[src/rtl/core/bpf_pkg.sv]
// ============================================================================
// bpf_pkg
// Shared types and constants of the Bezier path flattener: request and point
// payloads, sequencer states and the control link to the iterative unit.
// ============================================================================
`default_nettype none

package bpf_pkg;

    // field widths
    localparam int COORD_W  = 24;
    localparam int STEP_W   = 16;
    localparam int CFG_W    = 8;
    // curve parameter t, unsigned Q0.16 held in 17 bits so t = 1 is exact
    localparam int T_W      = 17;
    localparam int T_ONE    = 65536;
    // control points in Q.8
    localparam int Q8_W     = COORD_W + 8;
    // squared chord length and its root
    localparam int RAD_W    = 50;
    localparam int ROOT_W   = 25;
    localparam int ROOT_STEPS = RAD_W / 2;
    // shared multiplier operands
    localparam int MUL_A_W  = 34;
    localparam int MUL_B_W  = 26;
    localparam int MUL_P_W  = MUL_A_W + MUL_B_W;

    localparam logic [STEP_W-1:0] STEP_RESET = 16'd200;

    // request types
    localparam logic [1:0] REQ_MOVE  = 2'd0;
    localparam logic [1:0] REQ_LINE  = 2'd1;
    localparam logic [1:0] REQ_QUAD  = 2'd2;
    localparam logic [1:0] REQ_CUBIC = 2'd3;

    // register indexes
    localparam logic [CFG_W-1:0] CFG_CONIC = 8'd0;
    localparam logic [CFG_W-1:0] CFG_CUBIC = 8'd1;

    typedef struct packed {
        logic [1:0]                req_type;
        logic signed [COORD_W-1:0] ctrl1_x;
        logic signed [COORD_W-1:0] ctrl1_y;
        logic signed [COORD_W-1:0] ctrl2_x;
        logic signed [COORD_W-1:0] ctrl2_y;
        logic signed [COORD_W-1:0] end_x;
        logic signed [COORD_W-1:0] end_y;
    } t_req;

    typedef struct packed {
        logic                      pen_down;
        logic signed [COORD_W-1:0] point_x;
        logic signed [COORD_W-1:0] point_y;
        logic                      saturated;
        logic                      last;
    } t_pt;

    typedef enum logic [3:0] {
        S_IDLE,
        S_TNEXT,
        S_LOADW,
        S_LERP,
        S_ROUND,
        S_SQX,
        S_SQY,
        S_ROOT,
        S_ROOTW,
        S_DIV,
        S_DIVW,
        S_RECIP,
        S_RECIPW
    } t_state;

    typedef enum logic {
        ITER_SQRT,
        ITER_DIV
    } t_iter_mode;

    typedef struct packed {
        logic       start;
        t_iter_mode mode;
    } t_iter_ctl;

    typedef struct packed {
        logic busy;
        logic done;
    } t_iter_sts;

endpackage

`default_nettype wire

[src/rtl/core/bezier_path_flattener.sv]
// ============================================================================
// bezier_path_flattener
// Flattens move, line, quadratic and cubic outline commands into points,
// with curve segment counts taken from a chord-sum length estimate.
// ============================================================================
//
//  channel | direction | signals                      | payload
//  --------+-----------+------------------------------+----------------------
//  request | in        | i_req_valid / o_req_ready    | i_req (t_req)
//  point   | out       | o_pt_valid / i_pt_ready      | o_pt (t_pt)
//  config  | in        | i_cfg_valid / o_cfg_ready    | i_cfg_index, i_cfg_data
//
//  Move or line: the point is registered on acceptance and shown the next cycle.
//  Curve: LENGTH_SAMPLES chords are measured, each as two coordinates of L
//  lerps, two squares and a root; then two divisions; then two coordinates of
//  L lerps per point, with L = 3 lerps for a quadratic and 6 for a cubic.
//  One shared multiplier does one lerp a cycle. Synchronous active-low reset
//  clears the sequencer and pen, and sets the step registers to STEP_RESET.
//  A stalled point output holds the sequencer until the point is taken.
// ============================================================================
`default_nettype none

module bezier_path_flattener import bpf_pkg::*; #(
    parameter int MAX_SEGMENTS   = 64,
    parameter int LENGTH_SAMPLES = 10
) (
    input  logic              i_clk,
    input  logic              i_rst_n,
    input  logic              i_req_valid,
    output logic              o_req_ready,
    input  t_req              i_req,
    output logic              o_pt_valid,
    input  logic              i_pt_ready,
    output t_pt               o_pt,
    input  logic              i_cfg_valid,
    output logic              o_cfg_ready,
    input  logic [CFG_W-1:0]  i_cfg_index,
    input  logic [STEP_W-1:0] i_cfg_data
);

    localparam int CNT_MAX = (MAX_SEGMENTS > LENGTH_SAMPLES) ? MAX_SEGMENTS : LENGTH_SAMPLES;
    localparam int CNT_W   = $clog2(CNT_MAX + 1);
    localparam int LEN_W   = ROOT_W + $clog2(LENGTH_SAMPLES);
    localparam int LS_Q0   = T_ONE / LENGTH_SAMPLES;
    localparam int LS_R0   = T_ONE % LENGTH_SAMPLES;
    localparam int DX_W    = COORD_W + 1;

    t_state r_state, n_state;

    // configuration and pen
    logic [STEP_W-1:0]         r_conic;
    logic [STEP_W-1:0]         r_cubic;
    logic signed [COORD_W-1:0] r_pen_x;
    logic signed [COORD_W-1:0] r_pen_y;

    // curve under work
    logic signed [COORD_W-1:0] r_cx [4];
    logic signed [COORD_W-1:0] r_cy [4];
    logic                      r_cubic_req;
    logic [STEP_W-1:0]         r_step;

    // de Casteljau queue
    logic signed [Q8_W-1:0]    r_q [4];
    logic signed [Q8_W-1:0]    n_q [4];
    logic [1:0]                r_lvl;
    logic [1:0]                r_s;
    logic                      r_coord;
    logic                      r_meas;

    // t generator: T = floor((k*65536 + d/2) / d), stepped incrementally
    logic [T_W-1:0]            r_tq;
    logic [T_W-1:0]            r_tq0;
    logic [CNT_W-1:0]          r_tr;
    logic [CNT_W-1:0]          r_tr0;
    logic [CNT_W-1:0]          r_td;

    logic [CNT_W-1:0]          r_cnt;
    logic [CNT_W-1:0]          r_n;
    logic                      r_sat;

    logic signed [COORD_W-1:0] r_sx, r_sy, r_lx, r_ly;
    logic [RAD_W-1:0]          r_sq;
    logic [LEN_W-1:0]          r_len;

    t_pt                       r_out;
    logic                      r_ov;

    // combinational
    logic                      req_fire;
    logic                      out_free;
    logic                      is_curve;
    logic                      mv_load;
    logic                      pt_load;
    logic                      last_pt;
    logic                      lvl_final;
    logic signed [Q8_W:0]      diff;
    logic signed [MUL_A_W-1:0] mul_a;
    logic signed [MUL_B_W-1:0] mul_b;
    logic signed [MUL_P_W-1:0] prod;
    logic signed [MUL_P_W-1:0] lerp_sh;
    logic signed [Q8_W-1:0]    lerp_new;
    logic [Q8_W:0]             rnd_sum;
    logic signed [COORD_W-1:0] rnd_val;
    logic signed [DX_W-1:0]    dx, dy;
    logic [CNT_W:0]            tr_sum;
    logic                      tr_wrap;
    logic [STEP_W-1:0]         step_sel;
    logic                      seg_lo, seg_hi;

    t_iter_ctl                 iter_ctl;
    t_iter_sts                 iter_sts;
    logic [LEN_W-1:0]          iter_dvd;
    logic [STEP_W-1:0]         iter_dvs;
    logic [ROOT_W-1:0]         iter_root;
    logic [LEN_W-1:0]          iter_quo;
    logic [STEP_W-1:0]         iter_rem;

    bpf_iter #(
        .DVD_W (LEN_W)
    ) u_iter (
        .i_clk   (i_clk),
        .i_rst_n (i_rst_n),
        .i_ctl   (iter_ctl),
        .i_rad   (r_sq),
        .i_dvd   (iter_dvd),
        .i_dvs   (iter_dvs),
        .o_sts   (iter_sts),
        .o_root  (iter_root),
        .o_quo   (iter_quo),
        .o_rem   (iter_rem)
    );

    // handshake helpers
    assign out_free = !r_ov || i_pt_ready;
    assign req_fire = i_req_valid && o_req_ready;
    assign is_curve = (i_req.req_type == REQ_QUAD) || (i_req.req_type == REQ_CUBIC);
    assign mv_load  = req_fire && !is_curve;
    assign last_pt  = r_cnt == r_n;
    assign pt_load  = (r_state == S_ROUND) && r_coord && !r_meas && out_free;
    assign lvl_final = r_s == 2'(r_lvl - 2'd1);

    // shared multiplier: lerp difference times t, or a chord delta squared
    always_comb begin
        diff = {r_q[1][Q8_W-1], r_q[1]} - {r_q[0][Q8_W-1], r_q[0]};
        dx   = {r_sx[COORD_W-1], r_sx} - {r_lx[COORD_W-1], r_lx};
        dy   = {r_sy[COORD_W-1], r_sy} - {r_ly[COORD_W-1], r_ly};
        if (r_state == S_LERP) begin
            mul_a = {{(MUL_A_W-Q8_W-1){diff[Q8_W]}}, diff};
            mul_b = {{(MUL_B_W-T_W){1'b0}}, r_tq};
        end else if (r_state == S_SQY) begin
            mul_a = {{(MUL_A_W-DX_W){dy[DX_W-1]}}, dy};
            mul_b = {{(MUL_B_W-DX_W){dy[DX_W-1]}}, dy};
        end else begin
            mul_a = {{(MUL_A_W-DX_W){dx[DX_W-1]}}, dx};
            mul_b = {{(MUL_B_W-DX_W){dx[DX_W-1]}}, dx};
        end
        prod     = mul_a * mul_b;
        lerp_sh  = (prod + MUL_P_W'(32768)) >>> 16;
        lerp_new = r_q[0] + lerp_sh[Q8_W-1:0];
        rnd_sum  = {r_q[0][Q8_W-1], r_q[0]} + (Q8_W+1)'(128);
        rnd_val  = rnd_sum[Q8_W-1:8];
    end

    // queue update for one lerp
    always_comb begin
        for (int i = 0; i < 4; i++) begin
            n_q[i] = r_q[i];
        end
        if (lvl_final) begin
            for (int i = 0; i < 2; i++) begin
                n_q[i] = r_q[i+2];
            end
            n_q[2'(r_lvl - 2'd1)] = lerp_new;
        end else begin
            for (int i = 0; i < 3; i++) begin
                n_q[i] = r_q[i+1];
            end
            n_q[r_lvl] = lerp_new;
        end
    end

    // t step and segment clamp
    always_comb begin
        tr_sum   = {1'b0, r_tr} + {1'b0, r_tr0};
        tr_wrap  = tr_sum >= {1'b0, r_td};
        step_sel = (i_req.req_type == REQ_QUAD) ? r_conic : r_cubic;
        seg_lo   = iter_quo < LEN_W'(2);
        seg_hi   = iter_quo > LEN_W'(MAX_SEGMENTS);
    end

    // state register
    always_ff @(posedge i_clk) begin
        if (!i_rst_n) begin
            r_state <= S_IDLE;
        end else begin
            r_state <= n_state;
        end
    end

    // next state and unit control
    always_comb begin
        n_state        = r_state;
        o_req_ready    = 1'b0;
        iter_ctl.start = 1'b0;
        iter_ctl.mode  = ITER_DIV;
        iter_dvd       = LEN_W'(T_ONE);
        iter_dvs       = STEP_W'(r_n);
        case (r_state)
            S_IDLE: begin
                o_req_ready = out_free;
                if (req_fire && is_curve) n_state = S_TNEXT;
            end
            S_TNEXT: n_state = S_LOADW;
            S_LOADW: n_state = S_LERP;
            S_LERP: begin
                if (lvl_final && r_lvl == 2'd1) n_state = S_ROUND;
            end
            S_ROUND: begin
                if (!r_coord) begin
                    n_state = S_LOADW;
                end else if (r_meas) begin
                    n_state = S_SQX;
                end else if (out_free) begin
                    n_state = last_pt ? S_IDLE : S_TNEXT;
                end
            end
            S_SQX: n_state = S_SQY;
            S_SQY: n_state = S_ROOT;
            S_ROOT: begin
                iter_ctl.start = 1'b1;
                iter_ctl.mode  = ITER_SQRT;
                n_state        = S_ROOTW;
            end
            S_ROOTW: begin
                if (iter_sts.done) begin
                    n_state = (r_cnt == CNT_W'(LENGTH_SAMPLES)) ? S_DIV : S_TNEXT;
                end
            end
            S_DIV: begin
                iter_ctl.start = 1'b1;
                iter_dvd       = r_len;
                iter_dvs       = r_step;
                n_state        = S_DIVW;
            end
            S_DIVW: begin
                if (iter_sts.done) n_state = S_RECIP;
            end
            S_RECIP: begin
                iter_ctl.start = 1'b1;
                n_state        = S_RECIPW;
            end
            S_RECIPW: begin
                if (iter_sts.done) n_state = S_TNEXT;
            end
            default: n_state = S_IDLE;
        endcase
    end

    // step registers, pen and output valid
    always_ff @(posedge i_clk) begin
        if (!i_rst_n) begin
            r_conic <= STEP_RESET;
            r_cubic <= STEP_RESET;
            r_pen_x <= '0;
            r_pen_y <= '0;
            r_ov    <= 1'b0;
        end else begin
            if (i_cfg_valid) begin
                case (i_cfg_index)
                    CFG_CONIC: r_conic <= i_cfg_data;
                    CFG_CUBIC: r_cubic <= i_cfg_data;
                    default: ;
                endcase
            end
            if (mv_load) begin
                r_ov    <= 1'b1;
                r_pen_x <= i_req.end_x;
                r_pen_y <= i_req.end_y;
            end else if (pt_load) begin
                r_ov <= 1'b1;
                if (last_pt) begin
                    r_pen_x <= r_cx[3];
                    r_pen_y <= r_cy[3];
                end
            end else if (i_pt_ready) begin
                r_ov <= 1'b0;
            end
        end
    end

    // output point
    always_ff @(posedge i_clk) begin
        if (mv_load) begin
            r_out <= '{pen_down: i_req.req_type == REQ_LINE, point_x: i_req.end_x,
                       point_y: i_req.end_y, saturated: 1'b0, last: 1'b1};
        end else if (pt_load) begin
            r_out <= '{pen_down: 1'b1, point_x: r_sx, point_y: rnd_val,
                       saturated: r_sat, last: last_pt};
        end
    end

    // curve datapath
    always_ff @(posedge i_clk) begin
        case (r_state)
            S_IDLE: begin
                if (req_fire) begin
                    r_cx[0] <= r_pen_x;
                    r_cy[0] <= r_pen_y;
                    r_cx[1] <= i_req.ctrl1_x;
                    r_cy[1] <= i_req.ctrl1_y;
                    r_cx[2] <= (i_req.req_type == REQ_QUAD) ? i_req.end_x : i_req.ctrl2_x;
                    r_cy[2] <= (i_req.req_type == REQ_QUAD) ? i_req.end_y : i_req.ctrl2_y;
                    r_cx[3] <= i_req.end_x;
                    r_cy[3] <= i_req.end_y;
                    r_cubic_req <= i_req.req_type == REQ_CUBIC;
                    r_step  <= (step_sel == '0) ? STEP_W'(1) : step_sel;
                    r_td    <= CNT_W'(LENGTH_SAMPLES);
                    r_tq0   <= T_W'(LS_Q0);
                    r_tr0   <= CNT_W'(LS_R0);
                    r_tq    <= '0;
                    r_tr    <= CNT_W'(LENGTH_SAMPLES / 2);
                    r_cnt   <= CNT_W'(1);
                    r_meas  <= 1'b1;
                    r_len   <= '0;
                    r_lx    <= r_pen_x;
                    r_ly    <= r_pen_y;
                    r_sat   <= 1'b0;
                end
            end
            S_TNEXT: begin
                r_coord <= 1'b0;
                if (tr_wrap) begin
                    r_tr <= CNT_W'(tr_sum - {1'b0, r_td});
                    r_tq <= r_tq + r_tq0 + T_W'(1);
                end else begin
                    r_tr <= tr_sum[CNT_W-1:0];
                    r_tq <= r_tq + r_tq0;
                end
            end
            S_LOADW: begin
                for (int i = 0; i < 4; i++) begin
                    r_q[i] <= r_coord ? {r_cy[i], 8'h00} : {r_cx[i], 8'h00};
                end
                r_lvl <= r_cubic_req ? 2'd3 : 2'd2;
                r_s   <= '0;
            end
            S_LERP: begin
                for (int i = 0; i < 4; i++) begin
                    r_q[i] <= n_q[i];
                end
                if (lvl_final) begin
                    r_lvl <= r_lvl - 2'd1;
                    r_s   <= '0;
                end else begin
                    r_s <= r_s + 2'd1;
                end
            end
            S_ROUND: begin
                if (!r_coord) begin
                    r_sx    <= rnd_val;
                    r_coord <= 1'b1;
                end else if (r_meas) begin
                    r_sy <= rnd_val;
                end else if (out_free && !last_pt) begin
                    r_cnt <= r_cnt + 1'b1;
                end
            end
            S_SQX: r_sq <= prod[RAD_W-1:0];
            S_SQY: r_sq <= r_sq + prod[RAD_W-1:0];
            S_ROOTW: begin
                if (iter_sts.done) begin
                    r_len <= r_len + LEN_W'(iter_root);
                    r_lx  <= r_sx;
                    r_ly  <= r_sy;
                    r_cnt <= r_cnt + 1'b1;
                end
            end
            S_DIVW: begin
                if (iter_sts.done) begin
                    if (seg_lo) begin
                        r_n <= CNT_W'(2);
                    end else if (seg_hi) begin
                        r_n   <= CNT_W'(MAX_SEGMENTS);
                        r_sat <= 1'b1;
                    end else begin
                        r_n <= iter_quo[CNT_W-1:0];
                    end
                end
            end
            S_RECIPW: begin
                if (iter_sts.done) begin
                    r_tq0  <= iter_quo[T_W-1:0];
                    r_tr0  <= iter_rem[CNT_W-1:0];
                    r_td   <= r_n;
                    r_tq   <= '0;
                    r_tr   <= r_n >> 1;
                    r_cnt  <= CNT_W'(1);
                    r_meas <= 1'b0;
                end
            end
            default: ;
        endcase
    end

    assign o_pt_valid  = r_ov;
    assign o_pt        = r_out;
    assign o_cfg_ready = 1'b1;

    // checks
    a_start_free: assert property (@(posedge i_clk) disable iff (!i_rst_n)
        iter_ctl.start |-> !iter_sts.busy)
        else $error("iterative unit started while busy");

    a_done_wait: assert property (@(posedge i_clk) disable iff (!i_rst_n)
        iter_sts.done |-> (r_state == S_ROOTW || r_state == S_DIVW || r_state == S_RECIPW))
        else $error("iterative result arrived with no state waiting");

    a_seg_range: assert property (@(posedge i_clk) disable iff (!i_rst_n)
        (r_state == S_TNEXT && !r_meas) |->
            (r_n >= CNT_W'(2) && r_n <= CNT_W'(MAX_SEGMENTS)))
        else $error("segment count out of range");

    a_t_range: assert property (@(posedge i_clk) disable iff (!i_rst_n)
        (r_state == S_LERP) |-> (r_tq <= T_W'(T_ONE) && r_tr < r_td))
        else $error("curve parameter beyond one");

endmodule

`default_nettype wire

[src/rtl/core/bpf_iter.sv]
// ============================================================================
// bpf_iter
// Iterative root and divide unit: integer square root two bits per cycle,
// or restoring division one quotient bit per cycle.
// ============================================================================
`default_nettype none

module bpf_iter import bpf_pkg::*; #(
    parameter int DVD_W = 29
) (
    input  logic               i_clk,
    input  logic               i_rst_n,
    input  t_iter_ctl          i_ctl,
    input  logic [RAD_W-1:0]   i_rad,
    input  logic [DVD_W-1:0]   i_dvd,
    input  logic [STEP_W-1:0]  i_dvs,
    output t_iter_sts          o_sts,
    output logic [ROOT_W-1:0]  o_root,
    output logic [DVD_W-1:0]   o_quo,
    output logic [STEP_W-1:0]  o_rem
);

    localparam int STEPS_MAX = (DVD_W > ROOT_STEPS) ? DVD_W : ROOT_STEPS;
    localparam int CNT_W     = $clog2(STEPS_MAX + 1);

    logic             r_busy;
    logic             r_done;
    t_iter_mode       r_mode;
    logic [CNT_W-1:0] r_cnt;

    logic [RAD_W-1:0]  r_v;
    logic [RAD_W-1:0]  r_res;
    logic [RAD_W-1:0]  r_bit;
    logic [STEP_W-1:0] r_rem;
    logic [STEP_W-1:0] r_dvs;

    logic [RAD_W-1:0]  sq_try;
    logic              sq_ge;
    logic [STEP_W:0]   rem_sh;
    logic [STEP_W:0]   rem_sub;
    logic              dv_ge;

    // root trial and divide trial
    always_comb begin
        sq_try  = r_res + r_bit;
        sq_ge   = r_v >= sq_try;
        rem_sh  = {r_rem, r_v[DVD_W-1]};
        dv_ge   = rem_sh >= {1'b0, r_dvs};
        rem_sub = rem_sh - {1'b0, r_dvs};
    end

    // step counter
    always_ff @(posedge i_clk) begin
        if (!i_rst_n) begin
            r_busy <= 1'b0;
            r_done <= 1'b0;
            r_cnt  <= '0;
            r_mode <= ITER_SQRT;
        end else begin
            r_done <= 1'b0;
            if (i_ctl.start) begin
                r_busy <= 1'b1;
                r_mode <= i_ctl.mode;
                r_cnt  <= (i_ctl.mode == ITER_SQRT) ? CNT_W'(ROOT_STEPS) : CNT_W'(DVD_W);
            end else if (r_busy) begin
                r_cnt <= r_cnt - 1'b1;
                if (r_cnt == CNT_W'(1)) begin
                    r_busy <= 1'b0;
                    r_done <= 1'b1;
                end
            end
        end
    end

    // datapath
    always_ff @(posedge i_clk) begin
        if (i_ctl.start) begin
            if (i_ctl.mode == ITER_SQRT) begin
                r_v   <= i_rad;
                r_res <= '0;
                r_bit <= RAD_W'(1) << (RAD_W - 2);
            end else begin
                r_v   <= RAD_W'(i_dvd);
                r_rem <= '0;
                r_dvs <= i_dvs;
            end
        end else if (r_busy) begin
            if (r_mode == ITER_SQRT) begin
                if (sq_ge) begin
                    r_v   <= r_v - sq_try;
                    r_res <= (r_res >> 1) + r_bit;
                end else begin
                    r_res <= r_res >> 1;
                end
                r_bit <= r_bit >> 2;
            end else begin
                r_rem <= dv_ge ? rem_sub[STEP_W-1:0] : rem_sh[STEP_W-1:0];
                r_v   <= {r_v[RAD_W-2:0], dv_ge};
            end
        end
    end

    assign o_sts  = '{busy: r_busy, done: r_done};
    assign o_root = r_res[ROOT_W-1:0];
    assign o_quo  = r_v[DVD_W-1:0];
    assign o_rem  = r_rem;

endmodule

`default_nettype wire

[config.mk]
export PLATFORM = sky130hd
export DESIGN_NAME = bezier_path_flattener
export DESIGN_NICKNAME = d
export VERILOG_FILES = /design/src/rtl/core/bpf_pkg.sv /design/src/rtl/core/bezier_path_flattener.sv /design/src/rtl/core/bpf_iter.sv
export SDC_FILE = /design/constraint.sdc
export NUM_CORES = 2
export LEC_CHECK = 0
export ABC_AREA = 1
export ABC_CLOCK_PERIOD_IN_PS = 49100
export BUFFER_PORTS_ARGS = -buffer_cell sky130_fd_sc_hd__buf_4
export CORE_MARGIN = 2
export CORE_UTILIZATION = 55
export DETAILED_ROUTE_END_ITERATION = 8
export GPL_TIMING_DRIVEN = 0
export PLACE_DENSITY = 0.82
export SLEW_MARGIN = 20
export SYNTH_ARGS = -nofsm -noshare
export SYNTH_HDL_FRONTEND = slang
export SYNTH_SLANG_ARGS = --single-unit
[constraint.sdc]
create_clock -name i_clk -period 49.1 [get_ports i_clk]
set_input_delay 4.91 -clock i_clk [delete_from_list [all_inputs] [get_ports i_clk]]
set_output_delay 4.91 -clock i_clk [all_outputs]
set_load 0.02 [all_outputs]
# Word level (Yosys, flattened, before mapping)
# Memory sizes are Yosys's and may differ from the RTL's.
# Index checks and enable logic that the tools add are counted.
[word_totals]
regBits = 594
ram_bits = 320
output_inout_bits = 54
memories = 3
[classes]
addsub = 20
multipliers = 1
order_cmp = 9
eq_ne = 37
muxes = 131
bitwise_logic = 10
n_reduce_logical = 54
[mem_list]
columns = ["memory", "depth", "word_bits", "read_ports", "rd_clocked_by_memory_dff", "write_ports", "line", "rtl"]
rows = [
  ["r_q", 4, 32, 4, 0, 4, "bezier_path_flattener.sv:63", "logic signed [Q8_W-1:0] r_q [4];"],
  ["r_cx", 4, 24, 4, 0, 4, "bezier_path_flattener.sv:57", "logic signed [COORD_W-1:0] r_cx [4];"],
  ["r_cy", 4, 24, 4, 0, 4, "bezier_path_flattener.sv:58", "logic signed [COORD_W-1:0] r_cy [4];"],
]
[op_table]
columns = ["op", "count"]
rows = [
  ["$mux 50", 14],
  ["$mux 32", 10],
  ["$mux 24", 12],
  ["$bwmux 128", 2],
  ["$demux 32 s2", 2],
  ["$mux 128", 1],
  ["$mux 7", 15],
  ["$mux 51", 2],
  ["$add 50x50->50", 2],
  ["$pmux 50 s2", 1],
  ["$mux 16", 6],
  ["$pmux 24 s2", 2],
  ["$mux 29", 3],
  ["$mux 17", 5],
  ["$mux 34", 2],
  ["$pmux 29 s2", 1],
  ["$mux 26", 2],
  ["$pmux 4 s13", 1],
  ["$pmux 17 s3", 1],
  ["$add 49x50->50", 1],
  ["$ge 50x50->1", 1],
  ["$mul 34x26->50", 1],
  ["$sub 24x24->25", 2],
  ["$sub 50x50->50", 1],
  ["other kinds (64)", 172],
]

# Longest topological paths before layout
[logic_depth]
depth_word = 9
mapped_depth = 67
mapped_depth_nobuf = 66

# Cells and area by module
# From an unflattened synthesis, not the netlist that was laid out.
[unflattened]
hier_cells = 11940
hier_area_um2 = 91331.3
[modules_own_cells]
columns = ["mod", "instances", "cells_each", "area_per_inst_um2"]
rows = [
  ["bezier_path_flattener", 1, 8979, 72789.8],
  ["bpf_iter", 1, 2961, 18541.5],
]

# Least setup slack after synthesis
# Ideal clock, no wire load.
[synth_timing]
path_type = "input -> register"
start = "input port i_pt_ready"
end = "register r_len[0], enable pin"
setup_time_ps = 922
arrival_time_ps = 21941
required_time_ps = 48178
setup_slack_ps = 26236
path_stages = 6
path_cell_list = "nor2_1 nor2_1 nand2_1 inv_1 nor2_1 a2111oi_0"
[synth_via]
elab_chain_len = 5
[synth_rtl]
columns = ["item", "line", "rtl"]
rows = [
  ["from (decl)", "bezier_path_flattener.sv:33", "input logic i_pt_ready,"],
  ["$logic_or 1x1->1", "bezier_path_flattener.sv:134", "assign out_free = !r_ov || i_pt_ready;"],
  ["$mux 1", "bezier_path_flattener.sv:208", "case (r_state)"],
  ["via o_req_ready", "bezier_path_flattener.sv:30", "output logic o_req_ready,"],
  ["$logic_and 1x1->1", "bezier_path_flattener.sv:135", "assign req_fire = i_req_valid && o_req_ready;"],
  ["$ne 2x2->1 (no line)", "-", ""],
  ["$reduce_and 3->1 (no line)", "-", ""],
  ["to (signal assigned)", "bezier_path_flattener.sv:372", "r_len <= r_len + LEN_W'(iter_root);"],
  ["to (decl)", "bezier_path_flattener.sv:83", "logic [LEN_W-1:0] r_len;"],
]
# The timed path passes the listed nets, and every way through them passes these cells.
# A chain may end at the register's enable or synchronous reset.

==> reports/results.ini <==
[clocking]
ctsResizeCount = 0
postCtsSetupRepairBufs = 0
cts_root_buffer = clkbuf_16
clk_transition_reported_paths_ns = 0.07
worstSkewPairLatency_ns = 0.75
cts_tree = done
cts_max_level = 3
cts_sinks = 889
cts_buffer_depth = 3
ctsHoldBuffers = 0
cts_buffers = 93

[synthesis]
synthCells = 10900
ys_seq_area_share_pct = 29.6
synth_fp_nets = 12400
yosysTopAreaCell = edfxtp_1
synth_top_cell_area_share_pct = 27.4
synthTopCellsByArea = edfxtp_1 (27%), fa_1 (18%), nand2_1 (12%), inv_1 (8.4%), ha_1 (7.1%)
synth_edf_count = 794
synth_async_sr_flop_share_pct = 0
syn-cell-area_sq_um = 87000
ys_warn_count = 0
synth_flop_cell = edfxtp_1
ys_types = 75
synth_seq_cells = 889
syn_area_per_cell_sq_um = 7.98

[grt]
grt_antenna_before_repair = 8
grt_max_degree = 106
grt_pass1_wl_mm = 479
grt_pass1_vias = 76700
grt_use_total_pct = 40.0
grt-ovfl-total = 0

[flow_run]
max_cap_viol_count = 0

[final_layout]
drive_gt1_share_pct = 5.38
nets = 12700
area_growth_pct = 9.54
final_common_cell = nand2_1
utilization_pct = 60.8
layout_common_cells = nand2_1 (2783), inv_1 (1932), nor2_1 (899), edfxtp_1 (794), fa_1 (784)

[timing]
max_freq_mhz = 64.4
setup_viol = 0
worst_pin_slew_ns = 1.32
clock_skew_ns = 0.0629
finalMaxSlewViolations = 0
fin_crit_ns = 15.54
fin_crit_sh_pct = 31.6
rsz0062_at_grt = false
finalHoldViolCount = 0
tns_ns = 0
max_slew_margin_pct = 11.2

[worst_setup_path]
critPathMaxFanout = 10
timing.critical_path.from_type = flip-flop
regToRegSetupSlack_ns = 33.56
r2r-start = r_state[2]
endpoint_kind = flip-flop
path_class = reg2reg
cp.required_ns = 49.52
critical_path.max_stage_delay_ns = 0.85
worstReg2RegEnd = r_q[0][31]
rr_worst_depth = 47
arrival_ns = 15.96
crit_start = r_state[2]
cp_slowest_cell = xor2_1

[floorplanning]
fp.coreArea_sq_um = 157000
die_area_sq_um = 161000
die_w_um = 402
num_rows = 145
io_pins = 229
start_util_pct = 55.5
die_h_um = 402

[routing]
ant_nets = 0
topRoutingLayerUsed = met5
wirelength_met1_mm = 125
drt_iter0_drc = 10600
routedWlPerCell_um = 24.5
wl_met3_mm = 38.1
drc_errors = 7
drt-vias-per-instance = 5.98
wl_mm = 327
met2_length_mm = 139
drtPass1Iterations = 9
vias = 80100

[status]
failed_checks = DRC
status = complete, but fails checks

[hold_path]
hp-start = r_conic[15]
min_path_type = reg2reg
worstHoldPathCells = 2
min_to = r_conic[15]

[placement]
gp_congestion = 1.07
numPortBuffers = 225
hpwl_mm = 273

-- worst max path at each step --
stage	cells past startpoint	to	slack (ns)
after floorplan	6	r_len[0]	26.24
after global placement	7	r_lx[20]	18.40
after detailed placement	51	r_q[0][31]	34.15
after CTS	51	r_q[0][31]	34.06
after global routing	51	r_q[0][31]	33.06
final	47	r_q[0][31]	33.56
-- cell families (layout without fill, tap and decap cells) --
logic type	after synthesis	in the layout	synth area share, %
AOI/OAI and AO/OA	1652	1652	10.7
adders and majority gates	1281	1281	25.2
buffers and inverters	2291	2723	9.93
DFF	889	889	29.6
other	1	5	0.00431
xor gates and xnor gates	313	313	3.19
and+or+nand+nor	4408	4408	20.5
muxes	62	62	0.800
-- worst max-delay path: cells and delay by family (launching register included) --
kind | cells | cell delay [ns]
xor+xnor | 1 | 0.85
simple gates | 19 | 3.63
fa+ha+maj | 9 | 4.86
compound gates | 7 | 2.72
flops | 1 | 0.50
buf+inv | 11 | 2.59
-- synth_stat cells (93+ instances only) --
cell,n
a21oi_1,530
a31oi_1,106
clkbuf_1,267
dfxtp_1,95
edfxtp_1,794
fa_1,784
ha_1,497
inv_1,1935
nand2_1,2783
nand3_1,378
nor2_1,907
nor3_1,93
o21ai_0,663
xnor2_1,128
xor2_1,182
-- registers in the layout, indices dropped and copies added, names as in the netlist, 16 cells and up --
signal / flops
r_tq: 17
r_cubic: 16
r_len: 29
r_sq: 50
u_iter.r_dvs: 16
r_cx: 96
r_pen_x: 24
r_pen_y: 24
r_conic: 16
u_iter.r_v: 50
u_iter.r_res: 50
o_pt: 51
u_iter.o_rem: 16
r_tq0: 17
r_sx: 24
r_ly: 24
r_lx: 24
u_iter.r_bit: 25
r_q: 128
r_cy: 96
r_step: 16
r_sy: 24
-- layer usage --
layer | global-route usage [%] | up-vias
met3 | 8.91 | 909
met4 | 25.1 | 12
met1 | 52.7 | 38400
met2 | 59.9 | 5054
li1 | - | 35700
met5 | 0 | -
-- stage by stage --
stage,std cells,cell area [sq um],worst slack (ns),hold WS (ns)
after floorplan,10900,87000,26.24,0.425
after global placement,13200,91200,18.40,0.436
after detailed placement,13200,91800,34.15,0.452
after CTS,13400,95300,34.06,0.460
after global routing,13400,95300,33.06,0.482
final,13400,95300,33.56,0.458
-- final cells by class --
class	count	area [sq um]
multi-input cells	7717	52700
repair buffers	262	2170
fillers	13900	61300
plain buffers	325	1250
clock inverters	48	810
flip-flops and latches	889	25700
inverters	1966	7390
well taps	2058	2570
diodes	4	10.0
clock buffers	122	2620
Power is not shown: default switching activity piles up to over one toggle a cycle in this logic, so the estimate is an artifact.
